===== config.mk =====
export PLATFORM = sky130hd
export DESIGN_NAME = log_timestamp_parser
export DESIGN_NICKNAME = d
export VERILOG_FILES = /design/src/rtl/core/lts_pkg.sv /design/src/rtl/core/lts_parse.sv /design/src/rtl/core/log_timestamp_parser.sv
export SDC_FILE = /design/constraint.sdc
export NUM_CORES = 1
export LEC_CHECK = 0
export BUFFER_PORTS_ARGS = -buffer_cell sky130_fd_sc_hd__buf_4
export CAP_MARGIN = 20
export CORE_ASPECT_RATIO = 0.7
export CORE_UTILIZATION = 50
export CTS_BUF_LIST = sky130_fd_sc_hd__clkbuf_16
export DETAILED_ROUTE_END_ITERATION = 12
export GPL_ROUTABILITY_DRIVEN = 0
export PLACE_DENSITY = 0.7
export SYNTH_ARGS = -nofsm -noshare
export SYNTH_HDL_FRONTEND = slang
export SYNTH_SLANG_ARGS = --single-unit

===== constraint.sdc =====
create_clock -name clk -period 7.9 [get_ports clk]
set_input_delay 0.395 -clock clk [delete_from_list [all_inputs] [get_ports clk]]
set_output_delay 0.395 -clock clk [all_outputs]
set_load 0.005 [all_outputs]

===== src/rtl/core/lts_pkg.sv =====
// Shared types, character constants and lookup functions for the log timestamp parser.
package lts_pkg;

    // Configuration register indexes
    localparam logic CFG_FORMAT_KIND  = 1'b0;
    localparam logic CFG_CURRENT_YEAR = 1'b1;

    // Layout codes
    localparam logic FMT_WEB   = 1'b0;
    localparam logic FMT_SHELL = 1'b1;

    // Character codes
    localparam logic [7:0] CH_ZERO  = 8'h30;
    localparam logic [7:0] CH_NINE  = 8'h39;
    localparam logic [7:0] CH_SLASH = 8'h2F;
    localparam logic [7:0] CH_COLON = 8'h3A;
    localparam logic [7:0] CH_SPACE = 8'h20;
    localparam logic [7:0] CH_NONE  = 8'h00;

    // Saturation limits and reset year
    localparam logic [13:0] YEAR_CAP   = 14'd9999;
    localparam logic [13:0] NUM_CAP    = 14'd99;
    localparam logic [13:0] YEAR_RESET = 14'd1970;

    // Last field position per layout
    localparam logic [2:0] LAST_FIELD_WEB   = 3'd5;
    localparam logic [2:0] LAST_FIELD_SHELL = 3'd4;
    localparam logic [2:0] MONTH_LEN_FULL   = 3'd3;
    localparam logic [2:0] MONTH_LEN_OVER   = 3'd4;

    typedef enum logic [2:0] {
        ROLE_DAY  = 3'd0,
        ROLE_MON  = 3'd1,
        ROLE_YEAR = 3'd2,
        ROLE_HOUR = 3'd3,
        ROLE_MIN  = 3'd4,
        ROLE_SEC  = 3'd5
    } role_t;

    // One parsed timestamp
    typedef struct packed {
        logic [6:0]  day;
        logic [3:0]  month;
        logic [13:0] year;
        logic [6:0]  hour;
        logic [6:0]  minute;
        logic [6:0]  second;
        logic        bad_digit;
    } result_t;

    // Three-letter month names, first letter in the high byte
    localparam logic [23:0] MONTH_NAMES [12] = '{
        24'h4A616E, 24'h466562, 24'h4D6172, 24'h417072,
        24'h4D6179, 24'h4A756E, 24'h4A756C, 24'h417567,
        24'h536570, 24'h4F6374, 24'h4E6F76, 24'h446563
    };

    function automatic logic [2:0] last_field(input logic fmt);
        last_field = (fmt == FMT_SHELL) ? LAST_FIELD_SHELL : LAST_FIELD_WEB;
    endfunction

    // What each field position holds in each layout
    function automatic role_t field_role(input logic fmt, input logic [2:0] fi);
        role_t r;
        r = ROLE_SEC;
        if (fmt == FMT_WEB)
        begin
            unique case (fi)
                3'd0:    r = ROLE_DAY;
                3'd1:    r = ROLE_MON;
                3'd2:    r = ROLE_YEAR;
                3'd3:    r = ROLE_HOUR;
                3'd4:    r = ROLE_MIN;
                default: r = ROLE_SEC;
            endcase
        end
        else
        begin
            unique case (fi)
                3'd0:    r = ROLE_MON;
                3'd1:    r = ROLE_DAY;
                3'd2:    r = ROLE_HOUR;
                3'd3:    r = ROLE_MIN;
                default: r = ROLE_SEC;
            endcase
        end
        return r;
    endfunction

    // Byte that closes each field position
    function automatic logic [7:0] field_sep(input logic fmt, input logic [2:0] fi);
        logic [7:0] s;
        s = CH_NONE;
        if (fmt == FMT_WEB)
        begin
            unique case (fi)
                3'd0, 3'd1:       s = CH_SLASH;
                3'd2, 3'd3, 3'd4: s = CH_COLON;
                default:          s = CH_NONE;
            endcase
        end
        else
        begin
            unique case (fi)
                3'd0, 3'd1: s = CH_SPACE;
                3'd2, 3'd3: s = CH_COLON;
                default:    s = CH_NONE;
            endcase
        end
        return s;
    endfunction

    // Month name to 1..12, 0 when unmatched or not exactly three bytes
    function automatic logic [3:0] decode_month(input logic [23:0] text,
                                                input logic [2:0] len);
        logic [3:0] m;
        m = 4'd0;
        if (len == MONTH_LEN_FULL)
        begin
            for (int i = 0; i < 12; i++)
            begin
                if (text == MONTH_NAMES[i])
                begin
                    m = 4'(i + 1);
                end
            end
        end
        return m;
    endfunction

endpackage


===== src/rtl/core/lts_parse.sv =====
// Per-byte field parser: working state, saved fields and the result for the final byte.
module lts_parse (
    input  logic              clk,
    input  logic              rst_n,
    input  logic              fire,
    input  logic [7:0]        char_code,
    input  logic              is_last,
    input  logic              format_kind,
    input  logic [13:0]       current_year,
    output lts_pkg::result_t  result
);
    import lts_pkg::*;

    logic [2:0]  field_index_reg;
    logic [13:0] acc_reg;
    logic [23:0] month_text_reg;
    logic [2:0]  month_len_reg;
    logic [6:0]  saved_day_reg;
    logic [3:0]  saved_month_reg;
    logic [13:0] saved_year_reg;
    logic [6:0]  saved_hour_reg;
    logic [6:0]  saved_minute_reg;
    logic        digit_error_reg;

    // Values after this byte is applied
    logic [2:0]  field_index_next;
    logic [13:0] acc_next;
    logic [23:0] month_text_next;
    logic [2:0]  month_len_next;
    logic [6:0]  saved_day_next;
    logic [3:0]  saved_month_next;
    logic [13:0] saved_year_next;
    logic [6:0]  saved_hour_next;
    logic [6:0]  saved_minute_next;
    logic        digit_error_next;

    logic [2:0]  last_fi;
    logic [2:0]  fi_cur;
    role_t       role_cur;
    role_t       role_end;
    logic        is_sep;
    logic        is_digit;
    logic [16:0] acc_wide;
    logic [16:0] cap_wide;
    logic [13:0] year_cfg;

    // Apply one byte to the working state
    always_comb
    begin
        last_fi  = last_field(format_kind);
        fi_cur   = (field_index_reg > last_fi) ? last_fi : field_index_reg;
        role_cur = field_role(format_kind, fi_cur);
        is_sep   = (fi_cur < last_fi) && (char_code == field_sep(format_kind, fi_cur));
        is_digit = (char_code >= CH_ZERO) && (char_code <= CH_NINE);
        cap_wide = (role_cur == ROLE_YEAR) ? {3'b000, YEAR_CAP} : {3'b000, NUM_CAP};
        acc_wide = ({3'b000, acc_reg} << 3) + ({3'b000, acc_reg} << 1)
                 + {13'd0, char_code[3:0]};

        field_index_next  = fi_cur;
        acc_next          = acc_reg;
        month_text_next   = month_text_reg;
        month_len_next    = month_len_reg;
        saved_day_next    = saved_day_reg;
        saved_month_next  = saved_month_reg;
        saved_year_next   = saved_year_reg;
        saved_hour_next   = saved_hour_reg;
        saved_minute_next = saved_minute_reg;
        digit_error_next  = digit_error_reg;

        if (is_sep)
        begin
            case (role_cur)
                ROLE_DAY:  saved_day_next    = acc_reg[6:0];
                ROLE_MON:  saved_month_next  = decode_month(month_text_reg, month_len_reg);
                ROLE_YEAR: saved_year_next   = acc_reg;
                ROLE_HOUR: saved_hour_next   = acc_reg[6:0];
                ROLE_MIN:  saved_minute_next = acc_reg[6:0];
                default:   ;
            endcase
            acc_next         = '0;
            month_text_next  = '0;
            month_len_next   = '0;
            field_index_next = fi_cur + 3'd1;
        end
        else if (role_cur == ROLE_MON)
        begin
            month_text_next = {month_text_reg[15:0], char_code};
            if (month_len_reg < MONTH_LEN_OVER)
            begin
                month_len_next = month_len_reg + 3'd1;
            end
        end
        else if (is_digit)
        begin
            acc_next = (acc_wide > cap_wide) ? cap_wide[13:0] : acc_wide[13:0];
        end
        else
        begin
            digit_error_next = 1'b1;
        end
    end

    // Close the open field and assemble the result
    always_comb
    begin
        role_end = field_role(format_kind, field_index_next);
        year_cfg = (current_year > YEAR_CAP) ? YEAR_CAP : current_year;

        result.day    = (role_end == ROLE_DAY)  ? acc_next[6:0] : saved_day_next;
        result.month  = (role_end == ROLE_MON)
                      ? decode_month(month_text_next, month_len_next) : saved_month_next;
        result.hour   = (role_end == ROLE_HOUR) ? acc_next[6:0] : saved_hour_next;
        result.minute = (role_end == ROLE_MIN)  ? acc_next[6:0] : saved_minute_next;
        result.second = (role_end == ROLE_SEC)  ? acc_next[6:0] : 7'd0;
        result.bad_digit = digit_error_next;
        if (format_kind == FMT_SHELL)
        begin
            result.year = year_cfg;
        end
        else
        begin
            result.year = (role_end == ROLE_YEAR) ? acc_next : saved_year_next;
        end
    end

    // Working state; cleared after the final byte
    always_ff @(posedge clk or negedge rst_n)
    begin
        if (!rst_n)
        begin
            field_index_reg  <= '0;
            acc_reg          <= '0;
            month_text_reg   <= '0;
            month_len_reg    <= '0;
            saved_day_reg    <= '0;
            saved_month_reg  <= '0;
            saved_year_reg   <= '0;
            saved_hour_reg   <= '0;
            saved_minute_reg <= '0;
            digit_error_reg  <= 1'b0;
        end
        else if (fire)
        begin
            if (is_last)
            begin
                field_index_reg  <= '0;
                acc_reg          <= '0;
                month_text_reg   <= '0;
                month_len_reg    <= '0;
                saved_day_reg    <= '0;
                saved_month_reg  <= '0;
                saved_year_reg   <= '0;
                saved_hour_reg   <= '0;
                saved_minute_reg <= '0;
                digit_error_reg  <= 1'b0;
            end
            else
            begin
                field_index_reg  <= field_index_next;
                acc_reg          <= acc_next;
                month_text_reg   <= month_text_next;
                month_len_reg    <= month_len_next;
                saved_day_reg    <= saved_day_next;
                saved_month_reg  <= saved_month_next;
                saved_year_reg   <= saved_year_next;
                saved_hour_reg   <= saved_hour_next;
                saved_minute_reg <= saved_minute_next;
                digit_error_reg  <= digit_error_next;
            end
        end
    end

`ifndef SYNTHESIS
    // Final byte leaves a clean parser
    a_clear_after_last: assert property (@(posedge clk) disable iff (!rst_n)
        (fire && is_last) |=> (field_index_reg == 3'd0 && acc_reg == 14'd0
                               && digit_error_reg == 1'b0))
        else $error("parser state not cleared after final byte");

    // Field position never passes the web layout's last field
    a_fi_range: assert property (@(posedge clk) disable iff (!rst_n)
        field_index_reg <= LAST_FIELD_WEB)
        else $error("field index out of range");

    // Month length saturates at four
    a_mlen_range: assert property (@(posedge clk) disable iff (!rst_n)
        month_len_reg <= MONTH_LEN_OVER)
        else $error("month text length out of range");

    // Idle cycles leave the state alone
    a_hold_idle: assert property (@(posedge clk) disable iff (!rst_n)
        !fire |=> $stable(field_index_reg) && $stable(acc_reg))
        else $error("parser state changed without a beat");
`endif

endmodule


===== src/rtl/core/log_timestamp_parser.sv =====
// Log timestamp parser top level: byte input register, parser and result register.
//
// Takes a timestamp one byte a beat (tlast on its final byte) and gives one result
// beat per timestamp with day, month, year, hour, minute and second. One byte is taken
// every cycle while the input is not stalled: a byte goes into the input register, is
// then applied to the parser state, and on the final byte the result lands in the
// output register, so a result is valid once its final byte has passed the input
// register and the output register. A waiting result stalls the input only when the
// next final byte arrives behind it. Set format_kind and current_year only while no timestamp is in flight.
module log_timestamp_parser (
    input  logic        clk,
    input  logic        rst_n,
    // Configuration
    input  logic        cfg_we,
    input  logic        cfg_addr,
    input  logic [13:0] cfg_wdata,
    // Byte stream in
    input  logic        s_axis_tvalid,
    output logic        s_axis_tready,
    input  logic [7:0]  s_axis_tdata,     // [7:0] char_code
    input  logic        s_axis_tlast,     // is_last
    // Result stream out
    output logic        m_axis_tvalid,
    input  logic        m_axis_tready,
    // [6:0] day, [10:7] month, [24:11] year, [31:25] hour, [38:32] minute,
    // [45:39] second, [47:46] zero
    output logic [47:0] m_axis_tdata,
    output logic        m_axis_tuser      // bad_digit
);
    import lts_pkg::*;

    logic        format_kind_reg;
    logic [13:0] current_year_reg;
    logic        in_valid_reg;
    logic [7:0]  in_char_reg;
    logic        in_last_reg;
    logic        out_valid_reg;
    result_t     out_data_reg;
    result_t     result;
    logic        fire;
    logic        in_take;

    // A byte moves on unless it closes a timestamp while a result still waits
    assign fire    = in_valid_reg && (!in_last_reg || !out_valid_reg || m_axis_tready);
    assign s_axis_tready = !in_valid_reg || fire;
    assign in_take = s_axis_tvalid && s_axis_tready;

    // Configuration registers
    always_ff @(posedge clk or negedge rst_n)
    begin
        if (!rst_n)
        begin
            format_kind_reg  <= FMT_WEB;
            current_year_reg <= YEAR_RESET;
        end
        else if (cfg_we)
        begin
            unique case (cfg_addr)
                CFG_FORMAT_KIND:  format_kind_reg  <= cfg_wdata[0];
                CFG_CURRENT_YEAR: current_year_reg <= cfg_wdata;
                default:          ;
            endcase
        end
    end

    // Input register
    always_ff @(posedge clk or negedge rst_n)
    begin
        if (!rst_n)
        begin
            in_valid_reg <= 1'b0;
        end
        else if (s_axis_tready)
        begin
            in_valid_reg <= s_axis_tvalid;
        end
    end

    always_ff @(posedge clk)
    begin
        if (in_take)
        begin
            in_char_reg <= s_axis_tdata;
            in_last_reg <= s_axis_tlast;
        end
    end

    lts_parse u_parse (
        .clk          (clk),
        .rst_n        (rst_n),
        .fire         (fire),
        .char_code    (in_char_reg),
        .is_last      (in_last_reg),
        .format_kind  (format_kind_reg),
        .current_year (current_year_reg),
        .result       (result)
    );

    // Output register
    always_ff @(posedge clk or negedge rst_n)
    begin
        if (!rst_n)
        begin
            out_valid_reg <= 1'b0;
        end
        else if (fire && in_last_reg)
        begin
            out_valid_reg <= 1'b1;
        end
        else if (m_axis_tready)
        begin
            out_valid_reg <= 1'b0;
        end
    end

    always_ff @(posedge clk)
    begin
        if (fire && in_last_reg)
        begin
            out_data_reg <= result;
        end
    end

    assign m_axis_tvalid = out_valid_reg;
    assign m_axis_tdata  = {2'b00, out_data_reg.second, out_data_reg.minute,
                            out_data_reg.hour, out_data_reg.year,
                            out_data_reg.month, out_data_reg.day};
    assign m_axis_tuser  = out_data_reg.bad_digit;

`ifndef SYNTHESIS
    // Reported month is always a valid code
    a_month_range: assert property (@(posedge clk) disable iff (!rst_n)
        m_axis_tvalid |-> (m_axis_tdata[10:7] <= 4'd12))
        else $error("month out of range");

    // Reported year is always saturated
    a_year_range: assert property (@(posedge clk) disable iff (!rst_n)
        m_axis_tvalid |-> (m_axis_tdata[24:11] <= YEAR_CAP))
        else $error("year not saturated");

    // An empty input register always takes a beat
    a_ready_empty: assert property (@(posedge clk) disable iff (!rst_n)
        !in_valid_reg |-> s_axis_tready)
        else $error("input stalled while empty");

    // A final byte always produces a result in the next cycle
    a_result_follows: assert property (@(posedge clk) disable iff (!rst_n)
        (fire && in_last_reg) |=> m_axis_tvalid)
        else $error("final byte produced no result");
`endif

endmodule


==> results of run 1 <==
## cell families after synthesis
group | count (synthesis) | synth area share [%]
other cells | 1 | 0.03770
buf+inv | 82 | 3.484
flops | 157 | 42.40
fa+ha+maj | 44 | 5.686
xor+xnor | 11 | 0.9685
compound gates | 302 | 21.86
simple gates | 384 | 20.89
mux | 44 | 4.667
## routing by layer
metal  GRT usage (%)  up-vias  wire, µm  part of all wire, %
li1                -     4012         -                    -
met1           49.32     4343     14190                   46
met2           40.89      636     12030                   39
met3           8.146       71      4003                   13
met4           9.291        0       771                  2.5
met5               0        -         0                    0
## power by group
part           switching [mW]  internal (mW)  total, mW
sequential             0.0577          0.901      0.958
combinational           0.211          0.129      0.339
clock                   0.393          0.451      0.844
## worst paths after layout
path                       cells after the start                         end
max in group asynchronous                      3         u_parse.acc_reg[13]
setup reg to reg                              20            m_axis_tdata[11]
setup / recovery                              20            m_axis_tdata[11]
hold / removal                                 1              in_char_reg[4]
min in group asynchronous                      2  u_parse.month_text_reg[18]
hold reg to reg                                2   u_parse.saved_year_reg[3]
## worst max-delay path, cell delays in order, from the launching register on
cell       delay [ps]
dfrtp_1           320
buf_4             320
clkinv_1          320
ha_1              380
nor2_1            260
o21ai_0           170
o21ai_2           390
clkinv_1          330
ha_1              330
o21ba_2           210
o221a_2           260
o21ai_2           430
inv_1             240
ha_1              350
a2111oi_0         530
a41oi_1           180
a211o_1           250
a211oi_1          320
and3_1            650
a21oi_1           350
mux2_2            360
## cell type report
cell class	count	area, µm²
fill	1648	7873
multi-input combinational	787	5391
sequential	157	4218
timing repair buffer	92	693.2
clock buffer	17	425.4
inverter	20	75.07
tap	264	330.3
clock inverter	15	175.2
## placed cells by master (no fill, tap or decap), drive strengths merged, types with 17 or more instances in the layout
cell	synthesis	final
inv	18	25
clkbuf	41	17
nand4	18	18
buf	21	91
and2	17	17
nand3	38	38
edfxtp	56	56
nand2	104	104
nor2	66	66
mux2i	25	25
ha	42	42
dfrtp	94	94
mux2	19	19
o21ai	55	55
a21oi	52	52
a22o	44	44
nor3	28	28
nand2b	18	18
## synth_stat cells, types with 5 or more instances
cell	count
nand2_1	104
dfrtp_1	94
nor2_1	64
edfxtp_1	56
a21oi_1	51
o21ai_0	47
a22o_1	44
ha_1	42
clkbuf_1	41
nand3_1	38
mux2i_1	25
nor3_1	24
mux2_2	19
nand4_1	18
inv_1	17
nand2b_1	17
a21o_1	16
o31ai_1	15
and2_1	14
o22ai_1	14
or3_1	14
buf_2	13
a211oi_1	11
and3_1	11
nor4_1	11
xnor2_1	10
a31o_2	9
nor2b_1	9
o21a_1	8
a211o_1	7
a31oi_1	7
dfstp_2	7
nand4b_1	7
o21ai_1	7
and3b_1	6
a22oi_1	5
nor4b_1	5
o211ai_1	5
o221ai_1	5
or4_1	5
## metrics by stage
stage | utilization (%) | power (mW)
after floorplan | - | 1.171
after global placement | 55.75 | 1.296
after detailed placement | 55.75 | 1.300
after CTS | 58.94 | 2.139
after global routing | 58.96 | 2.209
final | 58.96 | 2.142
## timing repair
action / CTS / global route
hold endpoints to repair: 39 / 0
hold buffers: 1 / 0
setup endpoints to repair: 0 / 7
buffers inserted: 0 / 0
gates resized for setup: 0 / 1
==> flow_metrics.env, run 1 <==
export IMPL_hp_class="in -> reg"
export IMPL_cts_root_buf="clkbuf_16"
export IMPL_drive_above_1_share_pct=17.28
export IMPL_drv_slew=0
export IMPL_drcViolationCount=0
export IMPL_dr_total_vias=9062
export IMPL_synth_warnings=0
export IMPL_start_kind="flop"
export IMPL_fin_area_um2=11310
export IMPL_rows=42
export IMPL_power_density_nw_per_um2=189.4
export IMPL_crit_fanout=28
export IMPL_grt_max_degree=63
export IMPL_ys_seq_area_share_pct=42.40
export IMPL_finalHoldViolations=0
export IMPL_first_iter_violations=1192
export IMPL_yosys_top_cells_area="dfrtp_1 24%, edfxtp_1 17%, ha_1 5.3%"
export IMPL_dp_cells=1319
export IMPL_syn_avg_cell_area_um2=9.704
export IMPL_first_global_vias=8267
export IMPL_synth_edf_count=56
export IMPL_avgRoutedWirePerCell_um=22.92
export IMPL_largest_reg_flops=46
export IMPL_die_height_um=120.0
export IMPL_synth_main_ff_cell="dfrtp_1"
export IMPL_wl_um=30990
export IMPL_cap_violations=0
export IMPL_finalSetupTns_ps=0
export IMPL_port_buffer_count=77
export IMPL_crit_required_ps=8090
export IMPL_track_usage_pct=31.31
export IMPL_p_leak_nw=4.685
export IMPL_cts_buffer_depth=2
export IMPL_rsz0062_at_grt="no"
export IMPL_synth_cell_types=93
export IMPL_cts_sink_count=157
export IMPL_die_x_um=170.6
export IMPL_start_util_pct=51.86
export IMPL_fmax_mhz=138.5
export IMPL_viasPerCell=6.703
export IMPL_io_pins=80
export IMPL_yosysTopAreaCell="dfrtp_1"
export IMPL_grt_pass1_wl_um=48150
export IMPL_worst_pin_slew_ps=1068
export IMPL_rrSetupSlack_ps=680
export IMPL_arrival_ps=7410
export IMPL_num_antenna_cells=0
export IMPL_min_delay_start="s_axis_tdata[4]"
export IMPL_report_final_setup_viol=0
export IMPL_fin_ws_ps=682.1
export IMPL_cts_tree="done"
export IMPL_r2r_start="format_kind_reg"
export IMPL_async_flop_share_pct=64.33
export IMPL_peakVddDrop_mv=0.1502
export IMPL_status="finished clean"
export IMPL_syn_cell_area_um2=9947
export IMPL_path_class="reg -> reg"
export IMPL_period_share_pct=91.37
export IMPL_numCtsBuffers=17
export IMPL_startpoint="format_kind_reg"
export IMPL_dpl_instance_area_um2=10690
export IMPL_dieArea_um2=20470
export IMPL_dp_hpwl_um=22040
export IMPL_area_growth_pct=13.69
export IMPL_post_place_ws_ps=552.6
export IMPL_insertion_delay_ps=440
export IMPL_detail_route_antenna_nets=0
export IMPL_end_kind="flop"
export IMPL_instances_no_fill=1352
export IMPL_htreeDepth=4
export IMPL_syn_inst=1025
export IMPL_slew_headroom_pct=26.93
export IMPL_cts_clk_slew_worst_paths_ps=70
export IMPL_synth_seq_cells=157
export IMPL_netlist_area_leader_share_pct=23.65
export IMPL_clock_skew_ps=14.95
export IMPL_layout_nets=1148
export IMPL_first_pass_iters=5
export IMPL_antenna_found_initial=0
export IMPL_core_region_area_um2=19180
export IMPL_hold_slack_ps=134.9
export IMPL_grt_ovfl_total=0
export IMPL_fin_crit_ps=7218
No activity file was read; power rests on OpenSTA's default activity.
==> run 2, diff against run 1 <==
==> constraint.sdc (replaced) <==
create_clock -name clk -period 8.6 [get_ports clk]
set_input_delay 0.43 -clock clk [delete_from_list [all_inputs] [get_ports clk]]
set_output_delay 0.43 -clock clk [all_outputs]
set_load 0.005 [all_outputs]
==> run 2 against run 1 <==
- global-route usage decreased by 0.62 points
- first-iteration DRC count decreased by 4.6%
- sequential share of layout area increased by 0.070 points
- sequential cell count unchanged
- largest cell class unchanged
- highest routed layer unchanged
==> flow_metrics.env, run 2 (synthesized netlist as in run 1, its figures left out) <==
export IMPL_status="finished clean"
export IMPL_htreeDepth=4
export IMPL_fmax_mhz=142.3
export IMPL_drcViolationCount=0
export IMPL_cts_root_buf="clkbuf_16"
export IMPL_grt_ovfl_total=0
export IMPL_fin_area_um2=11290
export IMPL_fin_crit_ps=7026
export IMPL_worstPathCellList="clkinv_1 > ha_1 > nor2_1 > o21ai_0 > o21ai_2 > clkinv_1 > ha_1 > o21ba_2 > o221a_2 > o21ai_1 > inv_1 > ha_1 > a2111oi_0 > a41oi_1 > a211o_1 > a211oi_1 > and3_1 > a21oi_1 > mux2_2"
export IMPL_grtUsageMet3_pct=9.598
export IMPL_clock_skew_ps=14.69
export IMPL_cap_violations=0
export IMPL_power_density_nw_per_um2=173.1
export IMPL_cts_clk_slew_worst_paths_ps=70
export IMPL_grt_max_degree=55
export IMPL_first_pass_iters=6
export IMPL_dpl_instance_area_um2=10690
export IMPL_path_class="reg -> reg"
export IMPL_start_kind="flop"
export IMPL_finalHoldViolations=0
export IMPL_peakVddDrop_mv=0.1076
export IMPL_detail_route_antenna_nets=0
export IMPL_mostFrequentLayoutCell="nand2_1"
export IMPL_layout_common_cells="104 x nand2_1, 94 x dfrtp_1, 90 x buf_4"
export IMPL_grt_use_met2_pct=40.08
export IMPL_cts_buffer_depth=2
export IMPL_worst_path_dominant_cell_family="compound AO/OA/AOI/OAI gates"
export IMPL_crit_top_cell="ha_1"
export IMPL_period_share_pct=81.70
export IMPL_rows=42
export IMPL_first_iter_violations=1137
export IMPL_arrival_ps=7220
export IMPL_cts_hold_buffers_added=0
export IMPL_dr_total_vias=8940
export IMPL_cts_tree="done"
export IMPL_avgRoutedWirePerCell_um=22.64
export IMPL_end_kind="flop"
export IMPL_port_buffer_count=77
export IMPL_use_met1_pct=47.68
export IMPL_slew_headroom_pct=24.04
export IMPL_die_x_um=170.6
export IMPL_cts_sink_count=157
export IMPL_dieArea_um2=20470
export IMPL_cp_slowest_cell="and3_1"
export IMPL_num_antenna_cells=0
export IMPL_critPathMaxStageDelay_ps=680
export IMPL_core_region_area_um2=19180
export IMPL_grt_busiest_layer="met1"
export IMPL_crit_required_ps=8790
export IMPL_hold_slack_ps=48.81
export IMPL_cts_resized=0
export IMPL_critPathBufInv=3
export IMPL_area_growth_pct=13.47
export IMPL_die_height_um=120.0
export IMPL_wl_um=30570
export IMPL_grt_pass1_wl_um=47190
export IMPL_layout_nets=1146
export IMPL_antenna_found_initial=0
export IMPL_report_final_setup_viol=0
export IMPL_drv_slew=0
export IMPL_crit_fanout=16
export IMPL_finalSetupTns_ps=0
export IMPL_rsz0062_at_grt="no"
export IMPL_start_util_pct=51.86
export IMPL_numCtsBuffers=17
export IMPL_io_pins=80
export IMPL_postCtsSetupBuffers=0
export IMPL_insertion_delay_ps=440
export IMPL_viasPerCell=6.622
export IMPL_dp_hpwl_um=21970
export IMPL_track_usage_pct=30.69
export IMPL_largest_reg_flops=46
export IMPL_p_leak_nw=4.675
export IMPL_worst_pin_slew_ps=1111
export IMPL_first_global_vias=8097
export IMPL_drive_above_1_share_pct=17.13
export IMPL_hp_class="in -> async"
run 2: cell types whose count changed in the layout (fill, tap and decap cells not counted):
cell and change:
buf_4 -1, dlygate4sd3_1 -1, o21ai_1 +1, o21ai_2 -1
run 2: per-layer routing:
layer,up-vias,wire length (µm)
li1,4027,-
met1,4325,13780
met2,549,12280
met3,39,4092
met4,0,414
met5,-,0
run 2: stage by stage:
step	cells	setup slack [ps]	power [mW]	utilization, %
global placement	1318	1976	1.191	55.71
finish	1350	1574	1.954	58.85
global route	1350	1012	2.028	58.85
floorplan	1026	2554	1.076	-
CTS	1350	1724	1.956	58.85
detailed placement	1318	1710	1.193	55.71
run 2: worst register-to-register path, delay by kind of cell, from the launching register on:
kind	cells	cell delay (ps)
AO/OA/AOI/OAI	10	3230
multiplexers	1	350
adder cells (fa/ha/maj)	3	1070
flip-flops	1	350
buffers and inverters	3	850
AND/OR/NAND/NOR	2	910
run 2: worst paths after layout:
path                                       startpoint                          to  slack, ps  cells past startpoint
max                                   format_kind_reg            m_axis_tdata[12]       1570                     19
min                                             rst_n               m_axis_tvalid         50                      1
max reg2reg                           format_kind_reg            m_axis_tdata[12]       1570                     19
min reg2reg                u_parse.saved_year_reg[13]  u_parse.saved_year_reg[13]        480                      2
max in group asynchronous                       rst_n   u_parse.saved_year_reg[3]       7390                      2
min in group clk                         s_axis_tlast                 in_last_reg        170                      1
run 2: power breakdown:
group	switching, mW	internal (mW)
clock	0.350	0.414
sequential	0.0537	0.828
combinational	0.191	0.118
run 2: cell type report:
class	instances	area, µm²
Tap cell	264	330.3
Timing Repair Buffer	90	675.6
Clock buffer	17	425.4
Inverter	20	75.07
Fill cell	1683	7894
Clock inverter	15	175.2
Multi-Input combinational cell	787	5388
Sequential cell	157	4218
==> run 3, diff against run 2 <==
--- a/config.mk
+++ b/config.mk
@@ -5,6 +5,7 @@
 export SDC_FILE = /design/constraint.sdc
 export NUM_CORES = 1
 export LEC_CHECK = 0
+export ABC_AREA = 1
 export BUFFER_PORTS_ARGS = -buffer_cell sky130_fd_sc_hd__buf_4
 export CAP_MARGIN = 20
 export CORE_ASPECT_RATIO = 0.7
@@ -12,7 +13,7 @@
 export CTS_BUF_LIST = sky130_fd_sc_hd__clkbuf_16
 export DETAILED_ROUTE_END_ITERATION = 12
 export GPL_ROUTABILITY_DRIVEN = 0
-export PLACE_DENSITY = 0.7
+export PLACE_DENSITY = 0.73
 export SYNTH_ARGS = -nofsm -noshare
 export SYNTH_HDL_FRONTEND = slang
 export SYNTH_SLANG_ARGS = --single-unit
==> constraint.sdc (replaced) <==
create_clock -name clk -period 6.4 [get_ports clk]
set_input_delay 0.32 -clock clk [delete_from_list [all_inputs] [get_ports clk]]
set_output_delay 0.32 -clock clk [all_outputs]
set_load 0.005 [all_outputs]
==> run 3 against run 2 <==
- utilization up 0.12 points
- power up 38%
- largest power group unchanged
- critical path depth up 9
- hold slack better by 6.9 ps
- critical path type unchanged
==> flow_metrics.env, run 3 <==
export IMPL_synth_seq_cells=157
export IMPL_rsz0062_at_grt="no"
export IMPL_worst_pin_slew_ps=1286
export IMPL_largest_reg_flops=46
export IMPL_synth_warnings=0
export IMPL_report_final_setup_viol=0
export IMPL_synthAdderAreaFrac_pct=5.666
export IMPL_htreeDepth=4
export IMPL_finalHoldViolations=0
export IMPL_slew_headroom_pct=13.48
export IMPL_netlist_area_leader_share_pct=23.57
export IMPL_drcViolationCount=0
export IMPL_drive_above_1_share_pct=14.81
export IMPL_port_buffer_count=77
export IMPL_dr_total_vias=9296
export IMPL_synth_top_family_by_area="simple AND/OR/NAND/NOR gates"
export IMPL_grt_pass1_wl_um=46000
export IMPL_start_util_pct=51.89
export IMPL_yosys_top_cells_area="dfrtp_1 24%, edfxtp_1 17%, nand2_1 11%"
export IMPL_peakVddDrop_mv=0.1311
export IMPL_status="finished clean"
export IMPL_fmax_mhz=176.6
export IMPL_mostFrequentLayoutCell="nand2_1"
export IMPL_power_density_nw_per_um2=237.7
export IMPL_io_pins=80
export IMPL_layout_common_cells="302 x nand2_1, 155 x inv_1, 124 x nor2_1"
export IMPL_cts_buffer_depth=2
export IMPL_fillers=1795
export IMPL_ys_seq_area_share_pct=42.26
export IMPL_synthSimpleGateAreaFrac_pct=28.86
export IMPL_dieArea_um2=20540
export IMPL_arrival_ps=5970
export IMPL_r2r_start="format_kind_reg"
export IMPL_cp_slowest_cell="ha_1"
export IMPL_drv_slew=0
export IMPL_p_leak_nw=5.289
export IMPL_synthTopCellsByCount="302 x nand2_1, 156 x inv_1, 124 x nor2_1"
export IMPL_power_mw=2.695
export IMPL_synth_xor_area_share_pct=0.7898
export IMPL_crit_required_ps=6710
export IMPL_detail_route_antenna_nets=0
export IMPL_yosysMostFrequentCell="nand2_1"
export IMPL_crit_fanout=17
export IMPL_end_kind="flop"
export IMPL_cts_tree="done"
export IMPL_clock_skew_ps=14.45
export IMPL_cts_root_buf="clkbuf_16"
export IMPL_grt_use_met2_pct=39.72
export IMPL_first_iter_violations=1073
export IMPL_synth_edf_count=56
export IMPL_grt_max_degree=72
export IMPL_finalSetupTns_ps=0
export IMPL_min_delay_start="s_axis_tdata[0]"
export IMPL_async_flop_share_pct=64.33
export IMPL_grtUsageMet3_pct=7.660
export IMPL_cts_clk_slew_worst_paths_ps=70
export IMPL_cts_sink_count=157
export IMPL_yosysTopAreaCell="dfrtp_1"
export IMPL_track_usage_pct=29.16
export IMPL_critPathMaxStageDelay_ps=420
export IMPL_crit_top_cell="nand2_1"
export IMPL_syn_inst=1283
export IMPL_synth_main_ff_cell="dfrtp_1"
export IMPL_wl_um=28340
export IMPL_cap_violations=0
export IMPL_synth_cell_types=53
export IMPL_start_kind="flop"
export IMPL_startpoint="format_kind_reg"
export IMPL_first_pass_iters=5
export IMPL_die_x_um=170.9
export IMPL_rows=42
export IMPL_antenna_found_initial=0
export IMPL_cts_resized=0
export IMPL_viasPerCell=5.735
export IMPL_use_met1_pct=45.88
export IMPL_layout_nets=1417
export IMPL_core_region_area_um2=19230
export IMPL_dp_hpwl_um=20340
export IMPL_area_growth_pct=13.63
export IMPL_path_class="reg -> reg"
export IMPL_grt_busiest_layer="met1"
export IMPL_hp_class="in -> reg"
export IMPL_fin_crit_ps=5664
export IMPL_synth_compound_area_share_pct=12.54
export IMPL_num_antenna_cells=0
export IMPL_avgRoutedWirePerCell_um=17.48
export IMPL_syn_avg_cell_area_um2=7.779
export IMPL_numCtsBuffers=17
export IMPL_insertion_delay_ps=440
export IMPL_die_height_um=120.2
export IMPL_syn_cell_area_um2=9981
export IMPL_synthMuxAreaShare_pct=1.128
export IMPL_period_share_pct=88.49
export IMPL_ff_latch_area_um2=4218
export IMPL_grt_ovfl_total=0
export IMPL_first_global_vias=8624
export IMPL_multiInputGateArea_um2=4911
run 3: changes by cell type after synthesis, sizes merged, moves of 25 or more:
cell	delta
nand3	+55
nor2	+76
o22ai	+44
nand2	+211
mux2i	-25
inv	+146
a22o	-44
run 3: final cells by class:
type / instances / area share, %
sequential: 157 / 37.19
timing repair buffer: 87 / 5.891
inverter: 165 / 5.461
multi-input combinational: 916 / 43.30
clock inverter: 15 / 1.489
tap: 264 / 2.913
clock buffer: 17 / 3.751
run 3: metrics by stage:
| step | area (µm²) | std cells | hold WS (ps) | setup WS (ps) | util [%] |
|---|---|---|---|---|---|
| final | 11340 | 1621 | 55.66 | 736.5 | 58.96 |
| after global routing | 11340 | 1621 | 40.99 | 281.7 | 58.96 |
| after CTS | 11320 | 1620 | 46.99 | 848.3 | 58.86 |
| after detailed placement | 10720 | 1587 | 287.1 | 896.5 | 55.72 |
| after global placement | 10720 | 1587 | 281.7 | 1141 | 55.72 |
| after floorplan | 9985 | 1284 | 24.41 | 1576 | - |
run 3: critical path: cells and delay by family, from the launching register on:
kind	cells	cell delay, ps
fa+ha+maj	4	1150
compound gates	6	1490
simple gates	13	1770
buf+inv	5	760
flops	1	370
run 3: power by group:
| part | switching [mW] | internal [mW] |
|---|---|---|
| Combinational | 0.341 | 0.158 |
| Sequential | 0.0563 | 1.12 |
| Clock | 0.496 | 0.526 |
| Total | 0.893 | 1.80 |
run 3: cell families after synthesis:
logic type,count (synthesis)
AOI/OAI and AO/OA,216
xor gates and xnor gates,9
adders and majority gates,44
buffers and inverters,211
DFF,157
muxes,10
other,1
and+or+nand+nor,635
run 3: path summary, 6_finish.rpt:
| kind | to | slack (ps) | depth (start not counted) |
|---|---|---|---|
| max | m_axis_tdata[27] | 740 | 28 |
| min | in_char_reg[0] | 60 | 1 |
| max reg2reg | m_axis_tdata[27] | 740 | 28 |
| min reg2reg | current_year_reg[9] | 490 | 2 |
| max in group asynchronous | u_parse.month_text_reg[15] | 4760 | 3 |
| min in group asynchronous | current_year_reg[0] | 360 | 2 |
run 3: what timing repair did:
| action | in CTS | in global routing |
|---|---|---|
| hold buffers | 1 | 0 |
| setup endpoints to repair | 0 | 0 |
| hold endpoints to repair | 23 | 0 |
| setup buffers | 0 | 0 |
run 3: routing by layer:
layer / up-vias / wire, µm
li1: 4420 / -
met5: - / 0
met3: 22 / 3227
met4: 0 / 187
met1: 4390 / 13440
met2: 464 / 11480
